===== src/hdl/pts_pkg.sv =====
`default_nettype none

package pts_pkg;

  // field widths of the item channels
  localparam int unsigned ModeW   = 2;
  localparam int unsigned PrioW   = 8;
  localparam int unsigned DelayW  = 32;
  localparam int unsigned TickW   = 32;
  localparam int unsigned ChosenW = 4;

  // item modes
  localparam logic [ModeW-1:0] MODE_TICK  = 2'd0;
  localparam logic [ModeW-1:0] MODE_ADD   = 2'd1;
  localparam logic [ModeW-1:0] MODE_DELAY = 2'd2;

  // controller to datapath commands
  typedef struct packed {
    logic load_item;
    logic exec_item;
    logic scan_start;
    logic scan_step;
    logic finish_tick;
  } pts_cmd_t;

  // datapath to controller status
  typedef struct packed {
    logic is_tick;
    logic scan_done;
    logic out_free;
  } pts_status_t;

endpackage

`default_nettype wire


===== src/hdl/pts_if.sv =====
`default_nettype none

interface pts_in_if;
  logic                          valid;
  logic                          ready;
  logic [pts_pkg::ModeW-1:0]     mode;
  logic [pts_pkg::PrioW-1:0]     priority_req;
  logic [pts_pkg::DelayW-1:0]    delay_count;

  modport source (output valid, output mode, output priority_req, output delay_count,
                  input ready);
  modport sink (input valid, input mode, input priority_req, input delay_count,
                output ready);
endinterface

interface pts_out_if;
  logic                          valid;
  logic                          ready;
  logic [pts_pkg::ChosenW-1:0]   chosen_task;
  logic                          idle;
  logic                          accepted;
  logic [pts_pkg::TickW-1:0]     tick_number;

  modport source (output valid, output chosen_task, output idle, output accepted,
                  output tick_number, input ready);
  modport sink (input valid, input chosen_task, input idle, input accepted,
                input tick_number, output ready);
endinterface

`default_nettype wire


===== src/hdl/pts_ctrl.sv =====
`default_nettype none

module pts_ctrl (
  input  wire                  clk_i,
  input  wire                  rst_ni,
  input  wire                  in_valid_i,
  output logic                 in_ready_o,
  input  pts_pkg::pts_status_t status_i,
  output pts_pkg::pts_cmd_t    cmd_o
);

  localparam logic [1:0] S_IDLE = 2'd0;
  localparam logic [1:0] S_EXEC = 2'd1;
  localparam logic [1:0] S_SCAN = 2'd2;
  localparam logic [1:0] S_DONE = 2'd3;

  logic [1:0] state_q, state_d;

  always_comb begin
    state_d    = state_q;
    cmd_o      = '0;
    in_ready_o = 1'b0;
    unique case (state_q)
      S_IDLE: begin
        in_ready_o = 1'b1;
        if (in_valid_i) begin
          cmd_o.load_item = 1'b1;
          state_d         = S_EXEC;
        end
      end
      S_EXEC: begin
        if (status_i.is_tick) begin
          cmd_o.scan_start = 1'b1;
          state_d          = S_SCAN;
        end else if (status_i.out_free) begin
          cmd_o.exec_item = 1'b1;
          state_d         = S_IDLE;
        end
      end
      S_SCAN: begin
        if (status_i.scan_done) begin
          state_d = S_DONE;
        end else begin
          cmd_o.scan_step = 1'b1;
        end
      end
      S_DONE: begin
        if (status_i.out_free) begin
          cmd_o.finish_tick = 1'b1;
          state_d           = S_IDLE;
        end
      end
      default: state_d = S_IDLE;
    endcase
  end

  always_ff @(posedge clk_i or negedge rst_ni) begin
    if (!rst_ni) begin
      state_q <= S_IDLE;
    end else begin
      state_q <= state_d;
    end
  end

`ifndef NO_ASSERTIONS
  a_scan_enters_from_exec: assert property (@(posedge clk_i) disable iff (!rst_ni)
    (state_q == S_SCAN && $past(state_q) != S_SCAN) |-> $past(state_q) == S_EXEC)
    else $error("scan entered from a state other than exec");

  a_one_cmd: assert property (@(posedge clk_i) disable iff (!rst_ni)
    $onehot0(cmd_o))
    else $error("more than one datapath command at once");

  a_done_after_scan: assert property (@(posedge clk_i) disable iff (!rst_ni)
    (state_q == S_DONE && $past(state_q) != S_DONE) |-> $past(status_i.scan_done))
    else $error("tick finished before the scan was done");
`endif

endmodule

`default_nettype wire


===== src/hdl/pts_datapath.sv =====
`default_nettype none

module pts_datapath #(
  parameter int unsigned NUM_TASKS = 16
) (
  input  wire                           clk_i,
  input  wire                           rst_ni,
  input  pts_pkg::pts_cmd_t             cmd_i,
  output pts_pkg::pts_status_t          status_o,
  input  wire [pts_pkg::ModeW-1:0]      in_mode_i,
  input  wire [pts_pkg::PrioW-1:0]      in_priority_req_i,
  input  wire [pts_pkg::DelayW-1:0]     in_delay_count_i,
  input  wire                           out_ready_i,
  output logic                          out_valid_o,
  output logic [pts_pkg::ChosenW-1:0]   out_chosen_task_o,
  output logic                          out_idle_o,
  output logic                          out_accepted_o,
  output logic [pts_pkg::TickW-1:0]     out_tick_number_o
);

  localparam int unsigned IdxW = (NUM_TASKS > 1) ? $clog2(NUM_TASKS) : 1;
  localparam int unsigned CntW = $clog2(NUM_TASKS + 1);
  localparam logic [CntW-1:0] FullCnt = CntW'(NUM_TASKS);

  // latched item
  logic [pts_pkg::ModeW-1:0]  mode_q;
  logic [pts_pkg::PrioW-1:0]  prio_q;
  logic [pts_pkg::DelayW-1:0] count_q;

  // scheduler state
  logic [CntW-1:0]           used_q, used_d;
  logic                      cur_valid_q, cur_valid_d;
  logic [IdxW-1:0]           cur_idx_q, cur_idx_d;
  logic [pts_pkg::TickW-1:0] tick_q, tick_d;
  logic [NUM_TASKS-1:0]      blocked_q, blocked_d;

  // task tables
  logic [pts_pkg::PrioW-1:0]  prio_mem [NUM_TASKS];
  logic [pts_pkg::DelayW-1:0] delay_mem [NUM_TASKS];
  logic [pts_pkg::PrioW-1:0]  prio_rd_q;
  logic [pts_pkg::DelayW-1:0] delay_rd_q;

  logic                       prio_we, delay_we;
  logic [IdxW-1:0]            prio_wa, delay_wa;
  logic [pts_pkg::DelayW-1:0] delay_wd;

  // scan pipeline
  logic [CntW-1:0]           rd_cnt_q, rd_cnt_d;
  logic                      proc_valid_q, proc_valid_d;
  logic [IdxW-1:0]           proc_idx_q, proc_idx_d;
  logic                      found_q, found_d;
  logic [IdxW-1:0]           best_idx_q, best_idx_d;
  logic [pts_pkg::PrioW-1:0] best_prio_q, best_prio_d;
  logic                      rd_go;
  logic [IdxW-1:0]           rd_addr;
  logic                      proc_blk;
  logic [pts_pkg::DelayW-1:0] next_delay;
  logic                      proc_ready;

  // result register
  logic                        out_valid_q, out_valid_d;
  logic [pts_pkg::ChosenW-1:0] out_chosen_q, out_chosen_d;
  logic                        out_idle_q, out_idle_d;
  logic                        out_acc_q, out_acc_d;
  logic [pts_pkg::TickW-1:0]   out_tick_q;
  logic                        out_load;
  logic                        out_free;
  logic                        table_full;

  assign out_free   = !out_valid_q || out_ready_i;
  assign table_full = (used_q >= FullCnt);
  assign rd_go      = cmd_i.scan_step && (rd_cnt_q < used_q);
  assign rd_addr    = rd_cnt_q[IdxW-1:0];

  assign status_o.is_tick   = (mode_q == pts_pkg::MODE_TICK);
  assign status_o.scan_done = (rd_cnt_q >= used_q) && !proc_valid_q;
  assign status_o.out_free  = out_free;

  // wake-up check for the entry coming out of the tables
  always_comb begin
    proc_blk   = blocked_q[proc_idx_q];
    next_delay = delay_rd_q - ((delay_rd_q != '0) ? pts_pkg::DelayW'(1) : '0);
    proc_ready = !proc_blk || (next_delay == '0);
  end

  always_comb begin
    used_d       = used_q;
    cur_valid_d  = cur_valid_q;
    cur_idx_d    = cur_idx_q;
    tick_d       = tick_q;
    blocked_d    = blocked_q;
    rd_cnt_d     = rd_cnt_q;
    proc_valid_d = proc_valid_q;
    proc_idx_d   = proc_idx_q;
    found_d      = found_q;
    best_idx_d   = best_idx_q;
    best_prio_d  = best_prio_q;
    prio_we      = 1'b0;
    prio_wa      = '0;
    delay_we     = 1'b0;
    delay_wa     = '0;
    delay_wd     = '0;
    out_load     = 1'b0;
    out_chosen_d = '0;
    out_idle_d   = 1'b0;
    out_acc_d    = 1'b0;

    if (cmd_i.exec_item) begin
      out_load = 1'b1;
      if (mode_q == pts_pkg::MODE_ADD && !table_full) begin
        prio_we                       = 1'b1;
        prio_wa                       = used_q[IdxW-1:0];
        delay_we                      = 1'b1;
        delay_wa                      = used_q[IdxW-1:0];
        blocked_d[used_q[IdxW-1:0]]   = 1'b0;
        used_d                        = used_q + CntW'(1);
        out_chosen_d                  = pts_pkg::ChosenW'(used_q[IdxW-1:0]);
        out_acc_d                     = 1'b1;
      end else if (mode_q == pts_pkg::MODE_DELAY && cur_valid_q) begin
        delay_we             = 1'b1;
        delay_wa             = cur_idx_q;
        delay_wd             = count_q;
        blocked_d[cur_idx_q] = 1'b1;
        out_chosen_d         = pts_pkg::ChosenW'(cur_idx_q);
        out_acc_d            = 1'b1;
      end
    end

    if (cmd_i.scan_start) begin
      tick_d       = tick_q + pts_pkg::TickW'(1);
      rd_cnt_d     = '0;
      proc_valid_d = 1'b0;
      found_d      = 1'b0;
    end

    if (cmd_i.scan_step) begin
      proc_valid_d = rd_go;
      proc_idx_d   = rd_addr;
      if (rd_go) begin
        rd_cnt_d = rd_cnt_q + CntW'(1);
      end
      if (proc_valid_q) begin
        if (proc_blk) begin
          delay_we = 1'b1;
          delay_wa = proc_idx_q;
          delay_wd = next_delay;
          if (next_delay == '0) begin
            blocked_d[proc_idx_q] = 1'b0;
          end
        end
        if (proc_ready && (!found_q || prio_rd_q < best_prio_q)) begin
          found_d     = 1'b1;
          best_idx_d  = proc_idx_q;
          best_prio_d = prio_rd_q;
        end
      end
    end

    if (cmd_i.finish_tick) begin
      out_load  = 1'b1;
      out_acc_d = 1'b1;
      if (found_q) begin
        cur_valid_d  = 1'b1;
        cur_idx_d    = best_idx_q;
        out_chosen_d = pts_pkg::ChosenW'(best_idx_q);
      end else begin
        out_idle_d = 1'b1;
      end
    end

    if (out_load) begin
      out_valid_d = 1'b1;
    end else if (out_ready_i) begin
      out_valid_d = 1'b0;
    end else begin
      out_valid_d = out_valid_q;
    end
  end

  // task tables, one write and one registered read per cycle each
  always_ff @(posedge clk_i) begin
    if (prio_we) begin
      prio_mem[prio_wa] <= prio_q;
    end
    if (rd_go) begin
      prio_rd_q <= prio_mem[rd_addr];
    end
  end

  always_ff @(posedge clk_i) begin
    if (delay_we) begin
      delay_mem[delay_wa] <= delay_wd;
    end
    if (rd_go) begin
      delay_rd_q <= delay_mem[rd_addr];
    end
  end

  // payload registers
  always_ff @(posedge clk_i) begin
    if (cmd_i.load_item) begin
      mode_q  <= in_mode_i;
      prio_q  <= in_priority_req_i;
      count_q <= in_delay_count_i;
    end
    proc_idx_q  <= proc_idx_d;
    best_idx_q  <= best_idx_d;
    best_prio_q <= best_prio_d;
    if (out_load) begin
      out_chosen_q <= out_chosen_d;
      out_idle_q   <= out_idle_d;
      out_acc_q    <= out_acc_d;
      // tick count as of this item, held while the result waits
      out_tick_q   <= tick_q;
    end
  end

  always_ff @(posedge clk_i or negedge rst_ni) begin
    if (!rst_ni) begin
      used_q       <= '0;
      cur_valid_q  <= 1'b0;
      cur_idx_q    <= '0;
      tick_q       <= '0;
      blocked_q    <= '0;
      rd_cnt_q     <= '0;
      proc_valid_q <= 1'b0;
      found_q      <= 1'b0;
      out_valid_q  <= 1'b0;
    end else begin
      used_q       <= used_d;
      cur_valid_q  <= cur_valid_d;
      cur_idx_q    <= cur_idx_d;
      tick_q       <= tick_d;
      blocked_q    <= blocked_d;
      rd_cnt_q     <= rd_cnt_d;
      proc_valid_q <= proc_valid_d;
      found_q      <= found_d;
      out_valid_q  <= out_valid_d;
    end
  end

  assign out_valid_o       = out_valid_q;
  assign out_chosen_task_o = out_chosen_q;
  assign out_idle_o        = out_idle_q;
  assign out_accepted_o    = out_acc_q;
  assign out_tick_number_o = out_tick_q;

`ifndef NO_ASSERTIONS
  a_used_bounded: assert property (@(posedge clk_i) disable iff (!rst_ni)
    used_q <= FullCnt)
    else $error("task count above table size");

  a_current_in_table: assert property (@(posedge clk_i) disable iff (!rst_ni)
    cur_valid_q |-> (CntW'(cur_idx_q) < used_q))
    else $error("current task outside the used slots");

  a_proc_in_table: assert property (@(posedge clk_i) disable iff (!rst_ni)
    proc_valid_q |-> (CntW'(proc_idx_q) < used_q))
    else $error("scan touched an unused slot");

  a_no_result_overwrite: assert property (@(posedge clk_i) disable iff (!rst_ni)
    out_load |-> (!out_valid_q || out_ready_i))
    else $error("result register loaded while a result still waits");
`endif

endmodule

`default_nettype wire


===== src/hdl/priority_task_scheduler_core.sv =====
// priority task scheduler: a table of up to NUM_TASKS tasks with 8-bit priorities
// input channel in_i carries one item per handshake: mode selects tick, add task
// or delay current task; priority_req is used by add, delay_count by delay
// output channel out_o returns exactly one result item per input item:
// chosen_task, idle, accepted and the tick counter after the item, all registered
// add and delay items load the result register from the execute state once the
// output register is free; the controller then returns to idle for the next item
// a tick moves from execute to a scan state and then to a done state that loads
// its result once the output register is free; the scan reads one task entry a cycle
// through the priority and delay tables (one registered read port each),
// counting down delays and tracking the best ready task as it goes
// one item is in work at a time; a new item is taken as soon as the previous
// result sits in the output register, even while that result is still stalled
// if the receiver stalls, a finished result waits and the item behind it
// holds until the output register frees up; nothing is dropped
// reset clears the task count, blocked flags, current task and tick counter;
// table contents are only read below the task count and need no clearing
`default_nettype none

module priority_task_scheduler_core #(
  parameter int unsigned NUM_TASKS = 16
) (
  input  wire         clk_i,
  input  wire         rst_ni,
  pts_in_if.sink      in_i,
  pts_out_if.source   out_o
);

  pts_pkg::pts_cmd_t    cmd;
  pts_pkg::pts_status_t status;
  logic                 in_ready;

  // sequencing of item phases: latch, execute or scan, result
  pts_ctrl u_ctrl (
    .clk_i      (clk_i),
    .rst_ni     (rst_ni),
    .in_valid_i (in_i.valid),
    .in_ready_o (in_ready),
    .status_i   (status),
    .cmd_o      (cmd)
  );

  // task tables, scan pipeline and result register
  pts_datapath #(
    .NUM_TASKS (NUM_TASKS)
  ) u_datapath (
    .clk_i             (clk_i),
    .rst_ni            (rst_ni),
    .cmd_i             (cmd),
    .status_o          (status),
    .in_mode_i         (in_i.mode),
    .in_priority_req_i (in_i.priority_req),
    .in_delay_count_i  (in_i.delay_count),
    .out_ready_i       (out_o.ready),
    .out_valid_o       (out_o.valid),
    .out_chosen_task_o (out_o.chosen_task),
    .out_idle_o        (out_o.idle),
    .out_accepted_o    (out_o.accepted),
    .out_tick_number_o (out_o.tick_number)
  );

  assign in_i.ready = in_ready;

endmodule

`default_nettype wire


===== src/flat_wrapper.sv =====
// flat-port wrapper written by rule: the top's interface ports become plain ports
module priority_task_scheduler_core_flat 
#(
  parameter int unsigned NUM_TASKS = 16
)
  (clk_i, rst_ni, in_i_valid, in_i_mode, in_i_priority_req, in_i_delay_count, in_i_ready, out_o_valid, out_o_chosen_task, out_o_idle, out_o_accepted, out_o_tick_number, out_o_ready);
  pts_in_if in_i_i ();
  pts_out_if out_o_i ();
  input  wire clk_i;
  input  wire rst_ni;
  input wire logic [$bits(in_i_i.valid)-1:0] in_i_valid;
  input wire logic [$bits(in_i_i.mode)-1:0] in_i_mode;
  input wire logic [$bits(in_i_i.priority_req)-1:0] in_i_priority_req;
  input wire logic [$bits(in_i_i.delay_count)-1:0] in_i_delay_count;
  output wire logic [$bits(in_i_i.ready)-1:0] in_i_ready;
  output wire logic [$bits(out_o_i.valid)-1:0] out_o_valid;
  output wire logic [$bits(out_o_i.chosen_task)-1:0] out_o_chosen_task;
  output wire logic [$bits(out_o_i.idle)-1:0] out_o_idle;
  output wire logic [$bits(out_o_i.accepted)-1:0] out_o_accepted;
  output wire logic [$bits(out_o_i.tick_number)-1:0] out_o_tick_number;
  input wire logic [$bits(out_o_i.ready)-1:0] out_o_ready;
  assign in_i_i.valid = in_i_valid;
  assign in_i_i.mode = in_i_mode;
  assign in_i_i.priority_req = in_i_priority_req;
  assign in_i_i.delay_count = in_i_delay_count;
  assign in_i_ready = in_i_i.ready;
  assign out_o_valid = out_o_i.valid;
  assign out_o_chosen_task = out_o_i.chosen_task;
  assign out_o_idle = out_o_i.idle;
  assign out_o_accepted = out_o_i.accepted;
  assign out_o_tick_number = out_o_i.tick_number;
  assign out_o_i.ready = out_o_ready;
  priority_task_scheduler_core #(.NUM_TASKS(NUM_TASKS)) u_core (.clk_i(clk_i), .rst_ni(rst_ni), .in_i(in_i_i), .out_o(out_o_i));
endmodule

===== config.mk =====
export PLATFORM = sky130hd
export DESIGN_NAME = priority_task_scheduler_core_flat
export DESIGN_NICKNAME = d
export VERILOG_FILES = /design/src/hdl/pts_pkg.sv /design/src/hdl/pts_if.sv /design/src/hdl/pts_ctrl.sv /design/src/hdl/pts_datapath.sv /design/src/hdl/priority_task_scheduler_core.sv /design/src/flat_wrapper.sv
export SDC_FILE = /design/constraint.sdc
export NUM_CORES = 1
export LEC_CHECK = 0
export ABC_AREA = 1
export BUFFER_PORTS_ARGS = -buffer_cell sky130_fd_sc_hd__buf_2
export CAP_MARGIN = 20
export CORE_MARGIN = 2
export CORE_UTILIZATION = 40
export DETAILED_ROUTE_END_ITERATION = 16
export PLACE_DENSITY = 0.55
export RECOVER_POWER = 50
export REMOVE_ABC_BUFFERS = 1
export SLEW_MARGIN = 15
export SYNTH_ARGS = -nofsm -noshare
export SYNTH_HDL_FRONTEND = slang
export SYNTH_SLANG_ARGS = --single-unit

===== constraint.sdc =====
create_clock -name clk_i -period 4.05 [get_ports clk_i]
set_input_delay 0.405 -clock clk_i [delete_from_list [all_inputs] [get_ports clk_i]]
set_output_delay 0.405 -clock clk_i [all_outputs]
set_load 0.01 [all_outputs]

==> flow_metrics.tcl <==
set metrics [dict create \
    grt_max_degree 194 \
    ys.flop_type "edfxtp_1" \
    hold_viol_final 0 \
    rsz0062_at_grt "false" \
    rows 108 \
    holdWs_ns 0.0820 \
    p_per_area_nw_per_um2 658 \
    clk_path_buf_depth 3 \
    synth_edf_count 776 \
    power_frac_clock 0.318 \
    portBuffers 85 \
    fin_area_sq_um 40300 \
    switchingPower_uw 8800 \
    clk_pin_slew_ns 0.06 \
    gp_congestion 0.910 \
    critPathMaxFanout 193 \
    worstSetupEndpointType "flip-flop" \
    synth_area_sq_um 34900 \
    cts_buffers 89 \
    drt-total-wl_um 93300 \
    use_met2 0.336 \
    cts_sinks 844 \
    clk_latency_ns 0.65 \
    synth_common_cells "edfxtp_1, nor2_1, nand2_1" \
    grt_pass1_vias 22100 \
    synthArstFlopShare 0.0806 \
    busiest_layer "met2" \
    ios 86 \
    area_delta_synth_final_pct 15.6 \
    die_y_um 299 \
    status "complete, but fails checks" \
    dp_hpwl_um 54800 \
    h-tree-depth 3 \
    slew_headroom -0.768 \
    drtPass1Iterations 5 \
    synth.avg_cell_area_sq_um 12.6 \
    fmax_mhz 261 \
    rr_worst_depth 6 \
    synth_cell_type_count 43 \
    synthTopCellsByArea "edfxtp_1, nor2_1, dfrtp_1" \
    drc 0 \
    cts_tree "built" \
    min_period_ns 3.84 \
    cts_setup_buffers 0 \
    critPathRequiredTime_ns 4.50 \
    leakagePower_uw 0.0140 \
    final.setup.tns_ns 0 \
    r2r_start "u_core.u_datapath.rd_cnt_q[0]" \
    ys_seq_area_frac 0.717 \
    slew_viol_final 498 \
    grt_usage 0.207 \
    worst_clock_skew_ns 0.0490 \
    setup_viol_count_final 0 \
    combPwrFrac 0.255 \
    cp.arrival_ns 4.29 \
    worst_hold_path.endpoint "u_core.u_datapath.out_valid_o" \
    setup_slack_ns 0.213 \
    worstReg2RegEnd "u_core.u_datapath.delay_rd_q[9]" \
    nNetsFinal 2993 \
    yosys_warnings 0 \
    dp_slack_ns 0.0955 \
    violations "capacitance limit, slew limit" \
    synth_top_area_share 0.668 \
    vdd_drop_max_uv 546 \
    syn_inst 2772 \
    dpl_cell_area_sq_um 37000 \
    drtAntennaViolNets 0 \
    vias 22500 \
    ys_ff_latch 844 \
    p_sw_frac 0.332 \
    intPower_uw 17700 \
    insertedDiodeCount 0 \
    maxCapViolations 4 \
    avgViaCountPerCell 5.41 \
    grt_antenna_before_repair 1 \
    min-delay-start "out_o_ready" \
    cts-root-buf "clkbuf_16" \
    overflow 0 \
    grt_pass1_wl_um 139000 \
    grtUsageMet3 0.0287 \
    power_frac_seq 0.427 \
    fin_util 0.465 \
    startpoint_type "flip-flop" \
    hold_path_class "in2reg" \
    finalCritPeriodShare 0.947 \
    drive_gt1_frac 0.0987 \
    start_util 0.402 \
    tightest_slew_ns 2.65 \
    die-area_sq_um 89500 \
    first_iter_violations 2100 \
    holdPathStages 4 \
    core_area_sq_um 86600 \
    met1_usage 0.294 \
    synth.most_common_cell "edfxtp_1" \
    yosys.area.top_type "edfxtp_1" \
    rrSetupSlack_ns 0.21 \
    critPathKind "reg2reg" \
    wl_per_cell_um 22.5 \
    die_width_um 299 \
]
==> worst max-delay path by stage <==
stage	startpoint	endpoint	slack [ns]	depth (start not counted)
3_5_place_dp	u_core.u_datapath.delay_rd_q[8]	u_core.u_datapath.best_prio_q[4]	0.1	17
5_1_grt	u_core.u_datapath.rd_cnt_q[0]	u_core.u_datapath.delay_rd_q[7]	0.05	6
6_report	u_core.u_datapath.rd_cnt_q[0]	u_core.u_datapath.delay_rd_q[9]	0.21	6
4_1_cts	u_core.u_datapath.delay_rd_q[8]	u_core.u_datapath.best_prio_q[4]	0.08	17
3_3_place_gp	u_core.u_datapath.delay_rd_q[9]	u_core.u_datapath.best_prio_q[5]	0.19	17
2_1_floorplan	u_core.u_datapath.rd_cnt_q[0]	u_core.u_datapath.delay_rd_q[0]	-9.05	7
==> what timing repair did <==
action	in CTS	in global routing
hold endpoints to repair	110	0
endpoints found under the setup margin	0	12
resized for setup	0	2
hold buffers	43	0
==> flip-flops by register name, summed over array words and instances (netlist names), 5 cells and up <==
register                             cells
u_core.u_datapath.prio_mem             128
u_core.u_datapath.delay_mem            512
u_core.u_datapath.count_q               32
u_core.u_datapath.blocked_q             16
u_core.u_datapath.delay_rd_q            32
u_core.u_datapath.out_tick_number_o     32
u_core.u_datapath.prio_q                 8
u_core.u_datapath.rd_cnt_q               5
u_core.u_datapath.prio_rd_q              8
u_core.u_datapath.best_prio_q            8
u_core.u_datapath.used_q                 5
u_core.u_datapath.tick_q                32
==> worst max-delay path, stage by stage (launching register included) <==
cell and delay [ns]:
dfrtp_1 0.60, inv_8 0.20, clkbuf_4 1.62, nor2_1 0.07, o221ai_1 0.30, nand3_1 0.14, nand3_1 0.24
==> through the flow <==
stage	instances	total power [uW]
floorplan	2635	15500
global placement	3947	18200
detailed placement	3948	18300
CTS	4155	26800
global route	4155	27800
finish	4155	26500
==> cells in the final DEF, fill, tap and decap left out, types with 14 or more instances in the layout <==
cell type / netlist / routed
clkinv_1: 2 / 16
o211ai_1: 18 / 18
o32ai_1: 98 / 98
clkbuf_16: 0 / 90
nor3_1: 17 / 17
inv_1: 125 / 124
xor2_1: 21 / 21
dlygate4sd3_1: 0 / 43
nor2_1: 545 / 534
dfrtp_1: 68 / 66
clkbuf_1: 113 / 84
o221ai_1: 62 / 62
o21ai_0: 206 / 208
buf_4: 0 / 42
mux2i_1: 62 / 62
ha_1: 20 / 20
nor2_4: 20 / 36
a32o_1: 14 / 14
nand4_1: 28 / 28
nand3_1: 117 / 117
nand2_1: 332 / 335
a21oi_1: 15 / 15
buf_2: 11 / 33
edfxtp_1: 776 / 776
==> logic make-up after synthesis <==
family / synth area share
flops: 0.717
simple gates: 0.134
buf+inv: 0.0310
fa+ha+maj: 0.00718
xor+xnor: 0.00854
mux: 0.0178
compound gates: 0.0844
==> power groups by stage <==
stage	logic (uW)	clock network (uW)	registers, uW
after CTS	6870	8610	11300
after global placement	6700	0	11500
final	6770	8420	11300
after detailed placement	6800	0	11500
after floorplan	3710	0	11800
after global routing	7470	8950	11400
==> layout make-up <==
| cell class | count | area, sq um |
|---|---|---|
| flip-flops and latches | 844 | 25000 |
| fillers | 7707 | 46300 |
| repair buffers | 201 | 1380 |
| multi-input cells | 1651 | 8870 |
| clock buffers | 110 | 2360 |
| well taps | 1155 | 1450 |
| clock inverters | 54 | 686 |
| inverters | 140 | 537 |
==> per-layer routing <==
metal / vias up / routed length [um]
li1: 10400 / -
met2: 666 / 43900
met5: - / 13
met4: 2 / 2140
met1: 11300 / 42600
met3: 143 / 4700
Power figures use the tool's default switching activity.
